<file path="config.mk">
export PLATFORM = sky130hd
export DESIGN_NAME = edid_block_parser_top
export DESIGN_NICKNAME = d
export VERILOG_FILES = /design/src/rtl/core/edid_bp_pkg.sv /design/src/rtl/core/edid_bp_front.sv /design/src/rtl/core/edid_bp_queue.sv /design/src/rtl/core/edid_bp_back.sv /design/src/rtl/core/edid_block_parser_top.sv
export VERILOG_INCLUDE_DIRS = /design/src /design/src/rtl/core
export SDC_FILE = /design/constraint.sdc
export NUM_CORES = 1
export LEC_CHECK = 0
export BUFFER_PORTS_ARGS = -buffer_cell sky130_fd_sc_hd__buf_2
export CAP_MARGIN = 20
export CORE_ASPECT_RATIO = 0.6
export CORE_MARGIN = 3
export CORE_UTILIZATION = 25
export CTS_BUF_LIST = sky130_fd_sc_hd__clkbuf_2 sky130_fd_sc_hd__clkbuf_4 sky130_fd_sc_hd__clkbuf_8
export DETAILED_ROUTE_END_ITERATION = 10
export GPL_TIMING_DRIVEN = 1
export SLEW_MARGIN = 20
export SYNTH_ARGS = -nofsm -noshare
export SYNTH_HDL_FRONTEND = slang
export SYNTH_HIERARCHICAL = 1
export SYNTH_SLANG_ARGS = --single-unit
</file>
<file path="constraint.sdc">
create_clock -name i_clk -period 38.3 [get_ports i_clk]
set_input_delay 7.66 -clock i_clk [delete_from_list [all_inputs] [get_ports i_clk]]
set_output_delay 7.66 -clock i_clk [all_outputs]
set_load 0.02 [all_outputs]
</file>
<file path="src/rtl/core/edid_block_parser_top_defines.svh">
// Assertion macros for the EDID block parser.
// Used by edid_block_parser_top; expects i_clk and i_rst_n in scope.
`ifndef EDID_BLOCK_PARSER_TOP_DEFINES_SVH
`define EDID_BLOCK_PARSER_TOP_DEFINES_SVH

// Same-cycle implication, disabled during reset.
`define EBP_ASSERT_NOW(lbl, ante, cons, msg) \
    lbl: assert property (@(posedge i_clk) disable iff (!i_rst_n) (ante) |-> (cons)) \
        else $error(msg);

// Next-cycle implication, disabled during reset.
`define EBP_ASSERT_NEXT(lbl, ante, cons, msg) \
    lbl: assert property (@(posedge i_clk) disable iff (!i_rst_n) (ante) |=> (cons)) \
        else $error(msg);

`endif

</file>
<file path="src/rtl/core/edid_bp_pkg.sv">
// Shared types, constants and helpers for the EDID block parser.
// No dependencies.
package edid_bp_pkg;

    localparam int BLOCK_LEN   = 128;
    localparam int DESC_LEN    = 18;
    localparam int QUEUE_DEPTH = 2;

    localparam logic [6:0] POS_DESC_FIRST = 7'd54;
    localparam logic [6:0] POS_DESC_LAST  = 7'd125;
    localparam logic [6:0] POS_EXT_COUNT  = 7'd126;
    localparam logic [6:0] POS_CHECKSUM   = 7'd127;
    localparam logic [4:0] DESC_END_OFF   = 5'd17;

    localparam logic [7:0] DT_SERIAL = 8'hFF;
    localparam logic [7:0] DT_TEXT   = 8'hFE;
    localparam logic [7:0] DT_RANGE  = 8'hFD;
    localparam logic [7:0] DT_NAME   = 8'hFC;
    localparam logic [7:0] CH_SPACE  = 8'h20;
    localparam logic [7:0] CH_NL     = 8'h0A;

    // Result tags
    localparam logic [4:0] TAG_HEADER_OK = 5'd0;
    localparam logic [4:0] TAG_SUM_OK    = 5'd1;
    localparam logic [4:0] TAG_VENDOR0   = 5'd2;
    localparam logic [4:0] TAG_VENDOR1   = 5'd3;
    localparam logic [4:0] TAG_VENDOR2   = 5'd4;
    localparam logic [4:0] TAG_PRODUCT   = 5'd5;
    localparam logic [4:0] TAG_SERIAL    = 5'd6;
    localparam logic [4:0] TAG_VERSION   = 5'd7;
    localparam logic [4:0] TAG_REVISION  = 5'd8;
    localparam logic [4:0] TAG_HSIZE     = 5'd9;
    localparam logic [4:0] TAG_VSIZE     = 5'd10;
    localparam logic [4:0] TAG_EXT_CNT   = 5'd11;
    localparam logic [4:0] TAG_KIND      = 5'd12;
    localparam logic [4:0] TAG_PCLK      = 5'd13;
    localparam logic [4:0] TAG_HACT      = 5'd14;
    localparam logic [4:0] TAG_HBLANK    = 5'd15;
    localparam logic [4:0] TAG_VACT      = 5'd16;
    localparam logic [4:0] TAG_VBLANK    = 5'd17;
    localparam logic [4:0] TAG_HS_OFF    = 5'd18;
    localparam logic [4:0] TAG_HS_PW     = 5'd19;
    localparam logic [4:0] TAG_VS_OFF    = 5'd20;
    localparam logic [4:0] TAG_VS_PW     = 5'd21;
    localparam logic [4:0] TAG_FLAGS     = 5'd22;
    localparam logic [4:0] TAG_MIN_V     = 5'd23;
    localparam logic [4:0] TAG_MAX_V     = 5'd24;
    localparam logic [4:0] TAG_MIN_H     = 5'd25;
    localparam logic [4:0] TAG_MAX_H     = 5'd26;
    localparam logic [4:0] TAG_MAX_PCLK  = 5'd27;
    localparam logic [4:0] TAG_DTYPE     = 5'd28;
    localparam logic [4:0] TAG_TEXT_LEN  = 5'd29;
    localparam logic [4:0] TAG_TEXT_CHAR = 5'd30;

    localparam logic [1:0] KIND_TIMING = 2'd0;
    localparam logic [1:0] KIND_RANGE  = 2'd1;
    localparam logic [1:0] KIND_OTHER  = 2'd2;

    typedef struct packed {
        logic [7:0] byte_value;
        logic       block_start;
    } t_in;

    typedef struct packed {
        logic [4:0]  tag;
        logic [1:0]  desc_slot;
        logic [31:0] value;
        logic        last;
    } t_out;

    // One decode job: a finished descriptor or the block summary.
    typedef struct packed {
        logic             is_block;
        logic [1:0]       slot;
        logic             hdr_ok;
        logic             sum_ok;
        logic [17:0][7:0] data;
    } t_job;

    typedef struct packed {
        logic full;
        logic empty;
    } t_q_status;

    function automatic logic [7:0] hdr_byte(input logic [2:0] pos);
        return (pos == 3'd0 || pos == 3'd7) ? 8'h00 : 8'hFF;
    endfunction

    function automatic logic [7:0] vendor_letter(input logic [4:0] code);
        if (code >= 5'd1 && code <= 5'd26) begin
            return 8'h40 + {3'd0, code};
        end
        return CH_SPACE;
    endfunction

endpackage

</file>
<file path="src/rtl/core/edid_bp_front.sv">
// Front end: accepts bytes, tracks position, sum and header match, and
// packages finished descriptors / block summary as jobs. Uses edid_bp_pkg.
module edid_bp_front
    import edid_bp_pkg::*;
(
    input  logic      i_clk,
    input  logic      i_rst_n,
    input  logic      i_valid,
    input  t_in       i_in,
    output logic      o_stall,
    input  t_q_status i_q_status,
    output logic      o_push,
    output t_job      o_job
);

    logic [6:0]       r_pos, n_pos;
    logic [7:0]       r_sum, n_sum;
    logic             r_hm, n_hm;
    logic [4:0]       r_off;
    logic [1:0]       r_slot;
    logic [15:0][7:0] r_store;
    logic [17:0][7:0] r_dbuf;

    logic       acc;
    logic [6:0] pos;
    logic [7:0] b;
    logic       in_desc;
    logic [4:0] off_cur;
    logic [1:0] slot_cur;

    assign o_stall = i_q_status.full;
    assign acc     = i_valid && !o_stall;
    assign b       = i_in.byte_value;
    assign pos     = i_in.block_start ? 7'd0 : r_pos;
    assign in_desc = (pos >= POS_DESC_FIRST) && (pos <= POS_DESC_LAST);
    assign off_cur  = (pos == POS_DESC_FIRST) ? 5'd0 : r_off;
    assign slot_cur = (pos == POS_DESC_FIRST) ? 2'd0 : r_slot;

    always_comb begin
        n_pos = pos + 7'd1;
        n_sum = ((pos == 7'd0) ? 8'd0 : r_sum) + b;
        n_hm  = (pos == 7'd0) ? 1'b1 : r_hm;
        if (pos < 7'd8 && b != hdr_byte(pos[2:0])) begin
            n_hm = 1'b0;
        end
    end

    always_comb begin
        o_push        = 1'b0;
        o_job.is_block = 1'b0;
        o_job.slot    = slot_cur;
        o_job.hdr_ok  = r_hm;
        o_job.sum_ok  = (n_sum == 8'd0);
        o_job.data    = r_dbuf;
        o_job.data[17] = b;
        if (acc && pos == POS_CHECKSUM) begin
            o_push         = 1'b1;
            o_job.is_block = 1'b1;
            o_job.slot     = 2'd0;
            o_job.data     = {16'd0, r_store};
        end else if (acc && in_desc && off_cur == DESC_END_OFF) begin
            o_push = 1'b1;
        end
    end

    always_ff @(posedge i_clk) begin
        if (!i_rst_n) begin
            r_pos  <= '0;
            r_sum  <= '0;
            r_hm   <= 1'b1;
            r_off  <= '0;
            r_slot <= '0;
        end else if (acc) begin
            r_pos <= n_pos;
            r_sum <= n_sum;
            r_hm  <= n_hm;
            if (in_desc) begin
                r_off  <= (off_cur == DESC_END_OFF) ? 5'd0 : off_cur + 5'd1;
                r_slot <= (off_cur == DESC_END_OFF) ? slot_cur + 2'd1 : slot_cur;
            end
        end
    end

    always_ff @(posedge i_clk) begin
        if (acc) begin
            if (pos >= 7'd8 && pos <= 7'd22) begin
                r_store[4'(pos - 7'd8)] <= b;
            end
            if (pos == POS_EXT_COUNT) begin
                r_store[15] <= b;
            end
            if (in_desc) begin
                r_dbuf[off_cur] <= b;
            end
        end
    end

endmodule

</file>
<file path="src/rtl/core/edid_bp_queue.sv">
// Small job FIFO between front and back ends.
// Uses edid_bp_pkg; DEPTH must be a power of two, at least 2.
module edid_bp_queue
    import edid_bp_pkg::*;
#(
    parameter int DEPTH = QUEUE_DEPTH
) (
    input  logic      i_clk,
    input  logic      i_rst_n,
    input  logic      i_push,
    input  t_job      i_wr_data,
    input  logic      i_pop,
    output t_job      o_rd_data,
    output t_q_status o_status
);

    localparam int AW = $clog2(DEPTH);

    t_job          mem [DEPTH];
    logic [AW-1:0] r_wp, r_rp;
    logic [AW:0]   r_cnt;

    assign o_status.full  = (r_cnt == (AW+1)'(DEPTH));
    assign o_status.empty = (r_cnt == '0);
    assign o_rd_data      = mem[r_rp];

    always_ff @(posedge i_clk) begin
        if (i_push) begin
            mem[r_wp] <= i_wr_data;
        end
    end

    always_ff @(posedge i_clk) begin
        if (!i_rst_n) begin
            r_wp  <= '0;
            r_rp  <= '0;
            r_cnt <= '0;
        end else begin
            if (i_push) r_wp <= r_wp + 1'b1;
            if (i_pop)  r_rp <= r_rp + 1'b1;
            if (i_push && !i_pop)      r_cnt <= r_cnt + 1'b1;
            else if (i_pop && !i_push) r_cnt <= r_cnt - 1'b1;
        end
    end

endmodule

</file>
<file path="src/rtl/core/edid_bp_back.sv">
// Back end: walks one job and issues its result run, one per cycle while
// i_stall is low, through an output register. Uses edid_bp_pkg.
module edid_bp_back
    import edid_bp_pkg::*;
(
    input  logic      i_clk,
    input  logic      i_rst_n,
    input  t_job      i_job,
    input  t_q_status i_q_status,
    output logic      o_pop,
    output logic      o_valid,
    output t_out      o_out,
    input  logic      i_stall
);

    logic       r_busy;
    t_job       r_job;
    logic [3:0] r_idx;
    logic       r_ov;
    t_out       r_out;

    logic [17:0][7:0] d;
    logic [1:0]       kind;
    logic [3:0]       lastnz, len;
    logic [4:0]       cnt;
    logic [4:0]       tag;
    logic [31:0]      val;
    logic [14:0]      vendor;
    logic             adv, lst;

    assign d = r_job.data;

    always_comb begin
        if (d[0] != 8'd0 || d[1] != 8'd0) kind = KIND_TIMING;
        else if (d[3] == DT_RANGE)       kind = KIND_RANGE;
        else                             kind = KIND_OTHER;
    end

    // Text trim: drop trailing spaces, then one newline.
    always_comb begin
        lastnz = 4'd0;
        for (int j = 0; j < 13; j++) begin
            if (d[5+j] != CH_SPACE) lastnz = 4'(j + 1);
        end
        len = lastnz;
        if (lastnz != 4'd0 && d[5'd4 + {1'b0, lastnz}] == CH_NL) len = lastnz - 4'd1;
        if (!(d[3] == DT_NAME || d[3] == DT_TEXT || d[3] == DT_SERIAL)) len = 4'd0;
    end

    always_comb begin
        if (r_job.is_block)          cnt = 5'd12;
        else if (kind == KIND_TIMING) cnt = 5'd11;
        else if (kind == KIND_RANGE)  cnt = 5'd6;
        else                          cnt = 5'd3 + {1'b0, len};
    end

    always_comb begin
        if (r_job.is_block)          tag = {1'b0, r_idx};
        else if (kind == KIND_TIMING) tag = TAG_KIND + {1'b0, r_idx};
        else if (kind == KIND_RANGE) begin
            tag = (r_idx == 4'd0) ? TAG_KIND : TAG_MIN_V + {1'b0, r_idx} - 5'd1;
        end else begin
            case (r_idx)
                4'd0:    tag = TAG_KIND;
                4'd1:    tag = TAG_DTYPE;
                4'd2:    tag = TAG_TEXT_LEN;
                default: tag = TAG_TEXT_CHAR;
            endcase
        end
    end

    assign vendor = {d[0][6:0], d[1]};

    always_comb begin
        case (tag)
            TAG_HEADER_OK: val = {31'd0, r_job.hdr_ok};
            TAG_SUM_OK:    val = {31'd0, r_job.sum_ok};
            TAG_VENDOR0:   val = {24'd0, vendor_letter(vendor[14:10])};
            TAG_VENDOR1:   val = {24'd0, vendor_letter(vendor[9:5])};
            TAG_VENDOR2:   val = {24'd0, vendor_letter(vendor[4:0])};
            TAG_PRODUCT:   val = {16'd0, d[3], d[2]};
            TAG_SERIAL:    val = {d[7], d[6], d[5], d[4]};
            TAG_VERSION:   val = {24'd0, d[10]};
            TAG_REVISION:  val = {24'd0, d[11]};
            TAG_HSIZE:     val = {24'd0, d[13]};
            TAG_VSIZE:     val = {24'd0, d[14]};
            TAG_EXT_CNT:   val = {24'd0, d[15]};
            TAG_KIND:      val = {30'd0, kind};
            TAG_PCLK:      val = {16'd0, d[1], d[0]} * 32'd10;
            TAG_HACT:      val = {20'd0, d[4][7:4], d[2]};
            TAG_HBLANK:    val = {20'd0, d[4][3:0], d[3]};
            TAG_VACT:      val = {20'd0, d[7][7:4], d[5]};
            TAG_VBLANK:    val = {20'd0, d[7][3:0], d[6]};
            TAG_HS_OFF:    val = {22'd0, d[11][7:6], d[8]};
            TAG_HS_PW:     val = {22'd0, d[11][5:4], d[9]};
            TAG_VS_OFF:    val = {26'd0, d[11][3:2], d[10][7:4]};
            TAG_VS_PW:     val = {26'd0, d[11][1:0], d[10][3:0]};
            TAG_FLAGS:     val = {24'd0, d[17]};
            TAG_MIN_V:     val = {24'd0, d[5]};
            TAG_MAX_V:     val = {24'd0, d[6]};
            TAG_MIN_H:     val = {24'd0, d[7]};
            TAG_MAX_H:     val = {24'd0, d[8]};
            TAG_MAX_PCLK:  val = {24'd0, d[9]} * 32'd10000;
            TAG_DTYPE:     val = {24'd0, d[3]};
            TAG_TEXT_LEN:  val = {28'd0, len};
            TAG_TEXT_CHAR: val = {24'd0, d[5'd2 + {1'b0, r_idx}]};
            default:       val = 32'd0;
        endcase
    end

    assign adv   = !r_ov || !i_stall;
    assign lst   = ({1'b0, r_idx} + 5'd1 == cnt);
    assign o_pop = !r_busy && !i_q_status.empty;
    assign o_valid = r_ov;
    assign o_out   = r_out;

    always_ff @(posedge i_clk) begin
        if (!i_rst_n) begin
            r_busy <= 1'b0;
            r_ov   <= 1'b0;
            r_idx  <= '0;
        end else begin
            if (o_pop) begin
                r_busy <= 1'b1;
                r_idx  <= '0;
            end else if (r_busy && adv) begin
                if (lst) r_busy <= 1'b0;
                r_idx <= r_idx + 4'd1;
            end
            if (adv) r_ov <= r_busy;
        end
    end

    always_ff @(posedge i_clk) begin
        if (o_pop) r_job <= i_job;
        if (r_busy && adv) begin
            r_out.tag       <= tag;
            r_out.desc_slot <= r_job.slot;
            r_out.value     <= val;
            r_out.last      <= lst;
        end
    end

endmodule

</file>
<file path="src/rtl/core/edid_block_parser_top.sv">
// EDID base block parser, top level. Front end, job queue, back end.
// Results pass the job queue, job and output registers. Throughput: one byte
// per cycle while the job queue has room; results leave one per cycle while
// i_stall is low, up to 16 per run, paced by the back end's single emitter.
// Reset (i_rst_n low, synchronous): position 0, sum 0, header match set,
// queue and output emptied. Uses edid_bp_pkg and the defines header.
`include "edid_block_parser_top_defines.svh"
module edid_block_parser_top
    import edid_bp_pkg::*;
#(
    parameter int QDEPTH = QUEUE_DEPTH
) (
    input  logic i_clk,
    input  logic i_rst_n,
    input  logic i_valid,
    input  t_in  i_in,
    output logic o_stall,
    output logic o_valid,
    output t_out o_out,
    input  logic i_stall
);

    t_q_status q_status;
    logic      push, pop;
    t_job      wr_job, rd_job;

    edid_bp_front u_front (
        .i_clk      (i_clk),
        .i_rst_n    (i_rst_n),
        .i_valid    (i_valid),
        .i_in       (i_in),
        .o_stall    (o_stall),
        .i_q_status (q_status),
        .o_push     (push),
        .o_job      (wr_job)
    );

    edid_bp_queue #(.DEPTH(QDEPTH)) u_queue (
        .i_clk     (i_clk),
        .i_rst_n   (i_rst_n),
        .i_push    (push),
        .i_wr_data (wr_job),
        .i_pop     (pop),
        .o_rd_data (rd_job),
        .o_status  (q_status)
    );

    edid_bp_back u_back (
        .i_clk      (i_clk),
        .i_rst_n    (i_rst_n),
        .i_job      (rd_job),
        .i_q_status (q_status),
        .o_pop      (pop),
        .o_valid    (o_valid),
        .o_out      (o_out),
        .i_stall    (i_stall)
    );

    `EBP_ASSERT_NOW(a_no_overflow, push, !q_status.full, "job queue overflow")
    `EBP_ASSERT_NOW(a_no_underflow, pop, !q_status.empty, "job queue underflow")
    `EBP_ASSERT_NOW(a_block_slot, o_valid && o_out.tag < TAG_KIND, o_out.desc_slot == 2'd0, "block result with nonzero slot")
    `EBP_ASSERT_NEXT(a_pop_fills, pop, !o_stall || q_status.full, "stall without full queue")

endmodule
</file>
[Word-level counts from Yosys, hierarchy flattened]
Memory sizes are Yosys's and may differ from the RTL's. A register that Yosys moved wholly into a read port is not among the register bits.
Cells that the tools add are included.
Word-level totals
  bits in registers: 345
  logic and storage cells: 270
  output and inout port bits: 42
  input bits: 13
  RAM bits: 298
  memories kept: 1
Cells by class
  bitwise gates (word level): 1
  reduce and logical (&&, ||, !) cells: 50
  $add $sub $neg: 21
  $lt $le $gt $ge: 17
  multipliers: 2
  equality and inequality tests: 59
  multiplexer cells: 70
Memories
  u_queue.mem: words 2, width 149, read ports 1, clocked after Yosys merged registers in 1, wr ports 1, line edid_bp_queue.sv:19  | t_job mem [DEPTH];
Operator list (count)
  case mux 32 bit (31 select lines): 1
  bitwise mux 144 bit: 1
  2-to-1 mux 144 bit: 1
  bitwise mux 128 bit: 1
  2-to-1 mux 128 bit: 1
  2-to-1 mux 8 bit: 13
  != test 8 x 6 -> 1 bit (second input constant): 13
  binary-select mux 8 bit (select 5 bit): 2
  == test 5 bit (second input constant): 16
  2-to-1 mux 5 bit: 9
  demux 8 bit (select 5 bit): 1
  == test 5 x 4 -> 1 bit (second input constant): 8
  demux 8 bit (select 4 bit): 1
  == test 8 bit (second input constant): 4
  2-to-1 mux 4 bit: 8
  adder 7 x 5 -> 8 bit (first input constant): 3
  == test 5 x 3 -> 1 bit (second input constant): 4
  greater-or-equal comparator 5 x 1 -> 1 bit (second input constant): 4
  multiplier 16 x 3 -> 19 bit (second input constant): 1
  < comparator 5 x 6 -> 1 bit (second input constant): 3
  multiplier 8 x 10 -> 18 bit (second input constant): 1
  logical AND 1 bit: 17
  2-to-1 mux 1 bit: 16
  2-to-1 mux 2 bit: 8
  52 further kinds: 83

[Depth between registers and ports, before layout]
Gate-level depths: netlist (run 1).
  depth in word-level cells: 29
  gate-level depth with buffers: 27

[Cells and area by module]
Netlist (run 1), hierarchy kept.
Modules (own cells, without submodules)
  edid_bp_back: times used 1, area each 13188.9 um2, seq. area each 5795.6 um2, cells an instance 1164
  edid_bp_front: times used 1, area each 11962.7 um2, seq. area each 8388.0 um2, cells an instance 1002
  edid_bp_queue: times used 1, area each 11394.7 um2, seq. area each 9048.7 um2, cells an instance 486

[Worst setup path after synthesis (run 1)]
Ideal clock, no wire load.
  path kind: input-to-reg
  start point: input i_in[0] (netlist name)
  end point: memory u_queue/mem[0][0] (netlist name), enable pin
  arrival time: 16.728 ns
  required time: 37.623 ns
  library setup time: 0.677 ns
  slack: 20.895 ns
  path buffers: 4
  stages: 15
  cells stage by stage: buf_2 -> clkbuf_1 -> nor2b_1 -> inv_1 -> ha_1 -> nand2_1 -> or3_1 -> clkbuf_1 -> nand2_1 -> ha_1 -> nor4bb_1 -> clkbuf_1 -> inv_1 -> o21ai_1 -> nor2b_1
On the way
  word-level cells in the longest chain between the ends: 9
Ends and longest elaborated chain
  from (decl): line edid_block_parser_top.sv:16  | input t_in i_in,
  2-to-1 mux 7 bit (*): line edid_bp_front.sv:34  | assign pos = i_in.block_start ? 7'd0 : r_pos;
  greater-or-equal comparator 7 x 6 -> 1 bit, or another cell as far along: line edid_bp_front.sv:35  | assign in_desc = (pos >= POS_DESC_FIRST) && (pos <= POS_DESC_LAST);
  logical AND 1 bit / 2-to-1 mux 5 bit (equally long branches): line edid_bp_front.sv:35, edid_bp_front.sv:36
  logical AND 1 bit / == test 5 bit (equally long branches): line edid_bp_front.sv:61  | end else if (acc && in_desc && off_cur == DESC_END_OFF) begin
  logical AND 1 bit: line edid_bp_front.sv:61
  2-to-1 mux 1 bit: line edid_bp_front.sv:61
  2-to-1 mux 1 bit (*): line edid_bp_front.sv:56  | if (acc && pos == POS_CHECKSUM) begin
  via push: line edid_block_parser_top.sv:24  | logic push, pop;
  2-to-1 mux 1 bit (*): line edid_bp_queue.sv:28  | if (i_push) begin
  2-to-1 mux 1 bit (implied by the code) (*): line edid_bp_queue.sv:29  | mem[r_wp] <= i_wr_data;
  to (decl): line edid_bp_queue.sv:19
Mark *: on every way through the listed nets, which the timed path passes. The rest lies on a longest branch.

[Worst setup path in the final report (run 1)]
  start point: input i_in[0] (netlist name)
  end point: memory u_queue/mem[1][53] (netlist name), enable pin
Same word-level chain as after synthesis.

==> results.toml, run 1 <==
[grt]
grt_usage_pct = 16.4
grt_pass1_vias = 22028
grt_antenna_before_repair = 17
grt_start_max_net_pins = 151
grt-ovfl-total = 0
grt_pass1_wl_um = 175000

[die]
ios = 55
core_um2 = 144000
die_height_um = 302
die_x_um = 500
rows = 107
die_area_um2 = 151000
start_util_pct = 25.5

[logic_synthesis]
ys_ff_latch = 785
ys_seq_area_share_pct = 63.6
synth-edff-count = 751
syn-num-nets = 2778
syn_avg_cell_area_um2 = 13.8
synthTopCellsByArea = "edfxtp_1 (62%), nand2_1 (4.9%), mux2_4 (4.1%), ha_1 (3.4%), mux4_2 (2.5%)"
syn_area_um2 = 36500
yosys_warnings = 6
synth_largest_area_cell = "edfxtp_1"
synth-async-reset-ratio_pct = 0
post-synth-top-area-fraction_pct = 61.7
syn-instance-count = 2652
synth_ff_type = "edfxtp_1"
synth_cell_types = 106

[cts]
cts_buffers = 107
numClockSinks = 785
path_clk_slew_ns = 0.07
clockBufferDepth = 3
cts_setup_buffers = 0
cts_resized = 0
cts_tree = "done"
htreeDepth = 3
root_buffer = "clkbuf_8"
clock_latency_ns = 0.87
cts-hold-fix-buffers = 0

[placed_design]
place_congestion = 1.01
hpwlAfterDp_um = 88700
pre_cts_ws_ns = 24.63
placed_cells = 4554
io_buffers = 54

[detailed_routing]
detail-route-antenna-nets = 0
wirelength_um = 127000
routed_via_density = 5.04
first_pass_iters = 6
wl_per_cell_um = 26.7
vias = 23966
drc = 0
drt_iter0_markers = 3611

[final_layout]
final_util_pct = 28.8
fillers = 14554
finalNonFillerCells = 4756
area_growth_syn_to_layout_pct = 13.0
nets = 2882
seqCellArea_um2 = 23200
multi_input_area_um2 = 12400
drive_above_1_share_pct = 18.7

[timing]
worst_pin_slew_ns = 1.16
hold_viol = 0
report.final.slew_viol_count = 0
period_share_pct = 32.6
slew_headroom_pct = 22.5
worst_slack_ns = 25.83
rsz0062_at_grt = "no"
fmax_ghz = 0.0802
tns_ns = 0
fin_crit_ns = 12.47
skew_ns = 0.0616
setup_viol = 0

[pwr]
leakagePower_nw = 14.1
p_per_area_nw_per_um2 = 66.5
finalPower_mw = 2.75
vdd_drop_max_mv = 0.0547

[flow_run]
drv_cap = 0

[setup_path]
path_max_fanout = 53
end_kind = "register"
cp.arrival_ns = 12.92
cp.required_ns = 38.75
worstSetupPathType = "in2reg"
crit_path_start_kind = "primary input"

[min_path]
min_path_type = "reg2reg"

[status]
run_status = "complete, no violations"
[cell usage after synthesis (34+ instances only)]
cell,n
a21oi_1,59
a22oi_1,51
and2_1,87
buf_2,41
clkbuf_1,36
dfxtp_1,34
edfxtp_1,751
ha_1,99
inv_1,83
mux2_2,55
mux2_4,101
mux4_2,40
nand2_1,480
nor2_1,91
nor3_1,36
o21ai_0,62
[worst paths after layout]
| kind | cells after the start | endpoint | start | slack, ns |
|---|---|---|---|---|
| worst max-delay path | 14 | u_queue/mem[1][53]$_DFFE_PP_ | i_in[0] | 25.83 |
| worst min register to register | 0 | u_back/o_out[33]$_DFFE_PP_ | u_back/r_job[146]$_DFFE_PP_ | 0.42 |
| worst min-delay path | 0 | u_back/o_out[33]$_DFFE_PP_ | u_back/r_job[146]$_DFFE_PP_ | 0.42 |
| worst max register to register | 21 | u_back/o_out[0]$_DFFE_PP_ | u_back/d[82]$_DFFE_PP_ | 29.78 |
[cell type report]
cell class	count	area share (%)
Multi-Input combinational cell	1671	30.1
Tap cell	1907	5.78
Timing Repair Buffer	105	1.64
Clock buffer	147	4.29
Antenna cell	9	0.0545
Inverter	86	0.797
Sequential cell	785	56.3
Clock inverter	46	1.10
[registers in the layout (all words and copies together) (netlist names), 2 cells and up, named ones only]
signal / count
u_back/r_job: 5
u_back/r_idx: 4
u_back/o_out: 40
u_front/r_sum: 8
u_front/r_off: 5
u_queue/r_cnt: 2
u_front/r_pos: 7
u_front/r_slot: 2
u_back/d: 144
u_front/r_dbuf: 136
u_queue/mem: 298
u_front/r_store: 128
[kinds of logic (layout without fill, tap and decap cells)]
| kind of cell | Yosys count | count (layout) | synth area share, % |
|---|---|---|---|
| AND/OR/NAND/NOR | 922 | 922 | 12.4 |
| flip-flops | 785 | 785 | 63.6 |
| AO/OA/AOI/OAI | 389 | 389 | 7.69 |
| multiplexers | 216 | 216 | 8.86 |
| buffers and inverters | 196 | 384 | 2.62 |
| adder cells (fa/ha/maj) | 113 | 113 | 4.16 |
| XOR/XNOR | 31 | 31 | 0.743 |
| other | 0 | 9 | 0 |
[worst max-delay path, cell delays in order]
cell      delay (ns)
buf_2           0.31
nor2b_1         0.16
inv_1           0.12
ha_1            0.26
nand2_1         0.10
or3_1           0.49
nand2_1         0.20
ha_1            0.24
nor4bb_2        0.71
inv_1           0.09
o21ai_1         0.31
and2_4          0.73
buf_4           0.67
buf_4           0.79
[cells in the final DEF, fill, tap and decap left out, types with 23 or more instances in the layout]
cell type  count
a21oi_1       59
a22oi_1       51
and2_1        86
buf_2         54
buf_4         49
clkbuf_4      40
clkbuf_8     107
dfxtp_1       31
edfxtp_1     751
ha_1          99
inv_1         82
mux2_2        55
mux2_4       101
mux4_2        40
nand2_1      480
nand3_1       32
nand4_1       25
nor2_1        87
nor3_1        33
o21ai_0       62
xnor2_1       23
[power by group]
group / leakage (nW) / switching (mW) / internal [mW]
Clock: 1.17 / 0.340 / 0.341
Sequential: 7.05 / 0.251 / 1.05
Combinational: 5.91 / 0.453 / 0.310
Total: 14.1 / 1.04 / 1.70
[through the flow]
stage / cell area (µm²) / hold WS (ns)
floorplan: 36500 / 0.400
CTS: 41300 / 0.422
global route: 41300 / 0.439
finish: 41300 / 0.420
global placement: 39000 / 0.426
detailed placement: 39000 / 0.405
[metal layers]
metal	routed length, µm	track usage (%)	part of all wire (%)	up-vias
met5	134	0.626	0.11	-
met4	1980	2.96	1.6	2
met3	17300	7.31	14	174
met2	44200	19.2	35	1398
met1	63200	26.4	50	12086
li1	-	-	-	10306
Power figures use the tool's default switching activity.
==> run 2: changes to the inputs <==
clock period = 10.81 ns   (was 38.3 ns; I/O delays follow)
==> results.toml, run 2 (synthesis gave the netlist of run 1 again) <==
[setup_path]
end_kind = "register"
cp.required_ns = 11.37
crit_path_start = "u_back/d[108]$_DFFE_PP_"
r2r_cells = 21
setup.worst_path.end = "u_back/o_out[0]$_DFFE_PP_"
cp.arrival_ns = 8.47
r2r-end = "u_back/o_out[0]$_DFFE_PP_"
r2r_start = "u_back/d[108]$_DFFE_PP_"
worstSetupPathType = "reg2reg"
crit_path_start_kind = "register"
path_max_fanout = 9
regToRegSetupSlack_ns = 2.90

[pwr]
leakagePower_nw = 14.3
p_per_area_nw_per_um2 = 236
vdd_drop_max_mv = 0.192

[placed_design]
place_area_um2 = 39300
place_congestion = 1.08
io_buffers = 54
placed_cells = 4574
hpwlAfterDp_um = 99600

[timing]
fmax_ghz = 0.126
report.final.slew_viol_count = 0
worst_pin_slew_ns = 1.30
fin_crit_ns = 7.91
rsz0062_at_grt = "no"
hold_viol = 0
setup_viol = 0
skew_ns = 0.0704
slew_headroom_pct = 12.2
tns_ns = 0
fin_hold_ws_ns = 0.452
period_share_pct = 73.2

[final_layout]
nets = 2906
finalNonFillerCells = 4782
final_area_um2 = 41400
area_growth_syn_to_layout_pct = 13.3
drive_above_1_share_pct = 19.1
seqCellArea_um2 = 23200
final_cell_mix = "edfxtp_1 (751), nand2_1 (480), clkbuf_8 (109)"
fillers = 14492
largest_register = "u_queue/mem"
largest_register_ffs = 298
multi_input_area_um2 = 12400
layout_commonest_cell = "edfxtp_1"

[detailed_routing]
vias = 24068
detail-route-antenna-nets = 0
routed_via_density = 5.03
wirelength_um = 139000
first_pass_iters = 6
wl_per_cell_um = 29.0
drc = 0
drt_iter0_markers = 3676

[die]
start_util_pct = 25.5
die_height_um = 302
core_um2 = 144000
die_area_um2 = 151000
die_x_um = 500
rows = 107
ios = 55

[cts]
cts_resized = 0
cts_tree = "done"
clock_latency_ns = 0.84
cts_buffers = 109
root_buffer = "clkbuf_8"
path_clk_slew_ns = 0.07
htreeDepth = 3
cts-hold-fix-buffers = 0
cts_setup_buffers = 0
numClockSinks = 785
clockBufferDepth = 3

[grt]
grt_antenna_before_repair = 20
grt_pass1_vias = 22230
grt_start_max_net_pins = 151
grt_pass1_wl_um = 189000
grt-ovfl-total = 0
grt_usage_pct = 18.0

[min_path]
min_path_type = "reg2reg"

[status]
run_status = "complete, no violations"

[flow_run]
drv_cap = 0
run 2: cell types whose count changed in the layout (fill, tap and decap cells not counted), moves of 3 or more:
| cell | previous run | this run |
|---|---|---|
| clkbuf_4 | 40 | 36 |
| buf_6 | 0 | 3 |
| clkinv_1 | 22 | 30 |
| buf_4 | 49 | 65 |
run 2: critical path, stage by stage (launching register included):
cell,delay (ns)
edfxtp_1,0.55
nor4b_1,0.71
and4_1,0.72
nand3_1,0.54
ha_1,0.70
nor2b_1,0.51
nand3_1,0.14
o22ai_1,0.32
a32oi_1,0.13
o311a_1,0.16
or4_1,0.64
nor3_1,0.52
mux2i_1,0.25
nand2_1,0.10
ha_1,0.29
a21oi_1,0.16
xor2_1,0.30
nor2_1,0.09
o21a_1,0.11
a2111oi_0,0.46
or4_4,0.21
nor2_1,0.04
run 2: stage by stage:
stage	setup WS [ns]	util (%)	power, mW
detailed placement	3.29	27.3	7.33
global placement	3.12	27.3	7.35
floorplan	1.79	-	5.94
global route	2.60	28.9	10.2
CTS	3.23	28.8	9.68
finish	2.90	28.9	9.77
run 2: cell type report:
cell class / count / share of cell area [%]
antenna: 10 / 0.0604
clock buffer: 144 / 4.26
clock inverter: 52 / 0.852
inverter: 86 / 0.795
multi-input combinational: 1671 / 30.0
sequential: 785 / 56.1
tap: 1907 / 5.76
timing repair buffer: 127 / 2.12
run 2: how the worst min path moves through the flow:
stage	start	to	slack (ns)	cells after the start
after global routing	u_front/r_sum[0]$_SDFFE_PN0P_	u_front/r_sum[0]$_SDFFE_PN0P_	0.48	2
after CTS	u_front/r_sum[6]$_SDFFE_PN0P_	u_front/r_sum[6]$_SDFFE_PN0P_	0.45	2
after floorplan	u_back/r_job[146]$_DFFE_PP_	u_back/o_out[33]$_DFFE_PP_	0.40	0
final	u_front/r_sum[6]$_SDFFE_PN0P_	u_front/r_sum[6]$_SDFFE_PN0P_	0.45	2
after global placement	u_front/r_sum[6]$_SDFFE_PN0P_	u_front/r_sum[6]$_SDFFE_PN0P_	0.44	2
after detailed placement	u_front/r_sum[6]$_SDFFE_PN0P_	u_front/r_sum[6]$_SDFFE_PN0P_	0.44	2
run 2: routing by layer:
layer	vias to the layer above	global-route usage (%)	routed length [µm]
met4	2	2.74	1760
li1	10345	-	-
met5	-	0	20
met3	158	8.66	19300
met1	12222	29.6	71100
met2	1341	20.3	46500
run 2: report_power, final:
part	internal (mW)	switching, mW
Combinational	1.13	1.90
Sequential	3.72	0.695
Clock	1.14	1.18
Total	5.99	3.78
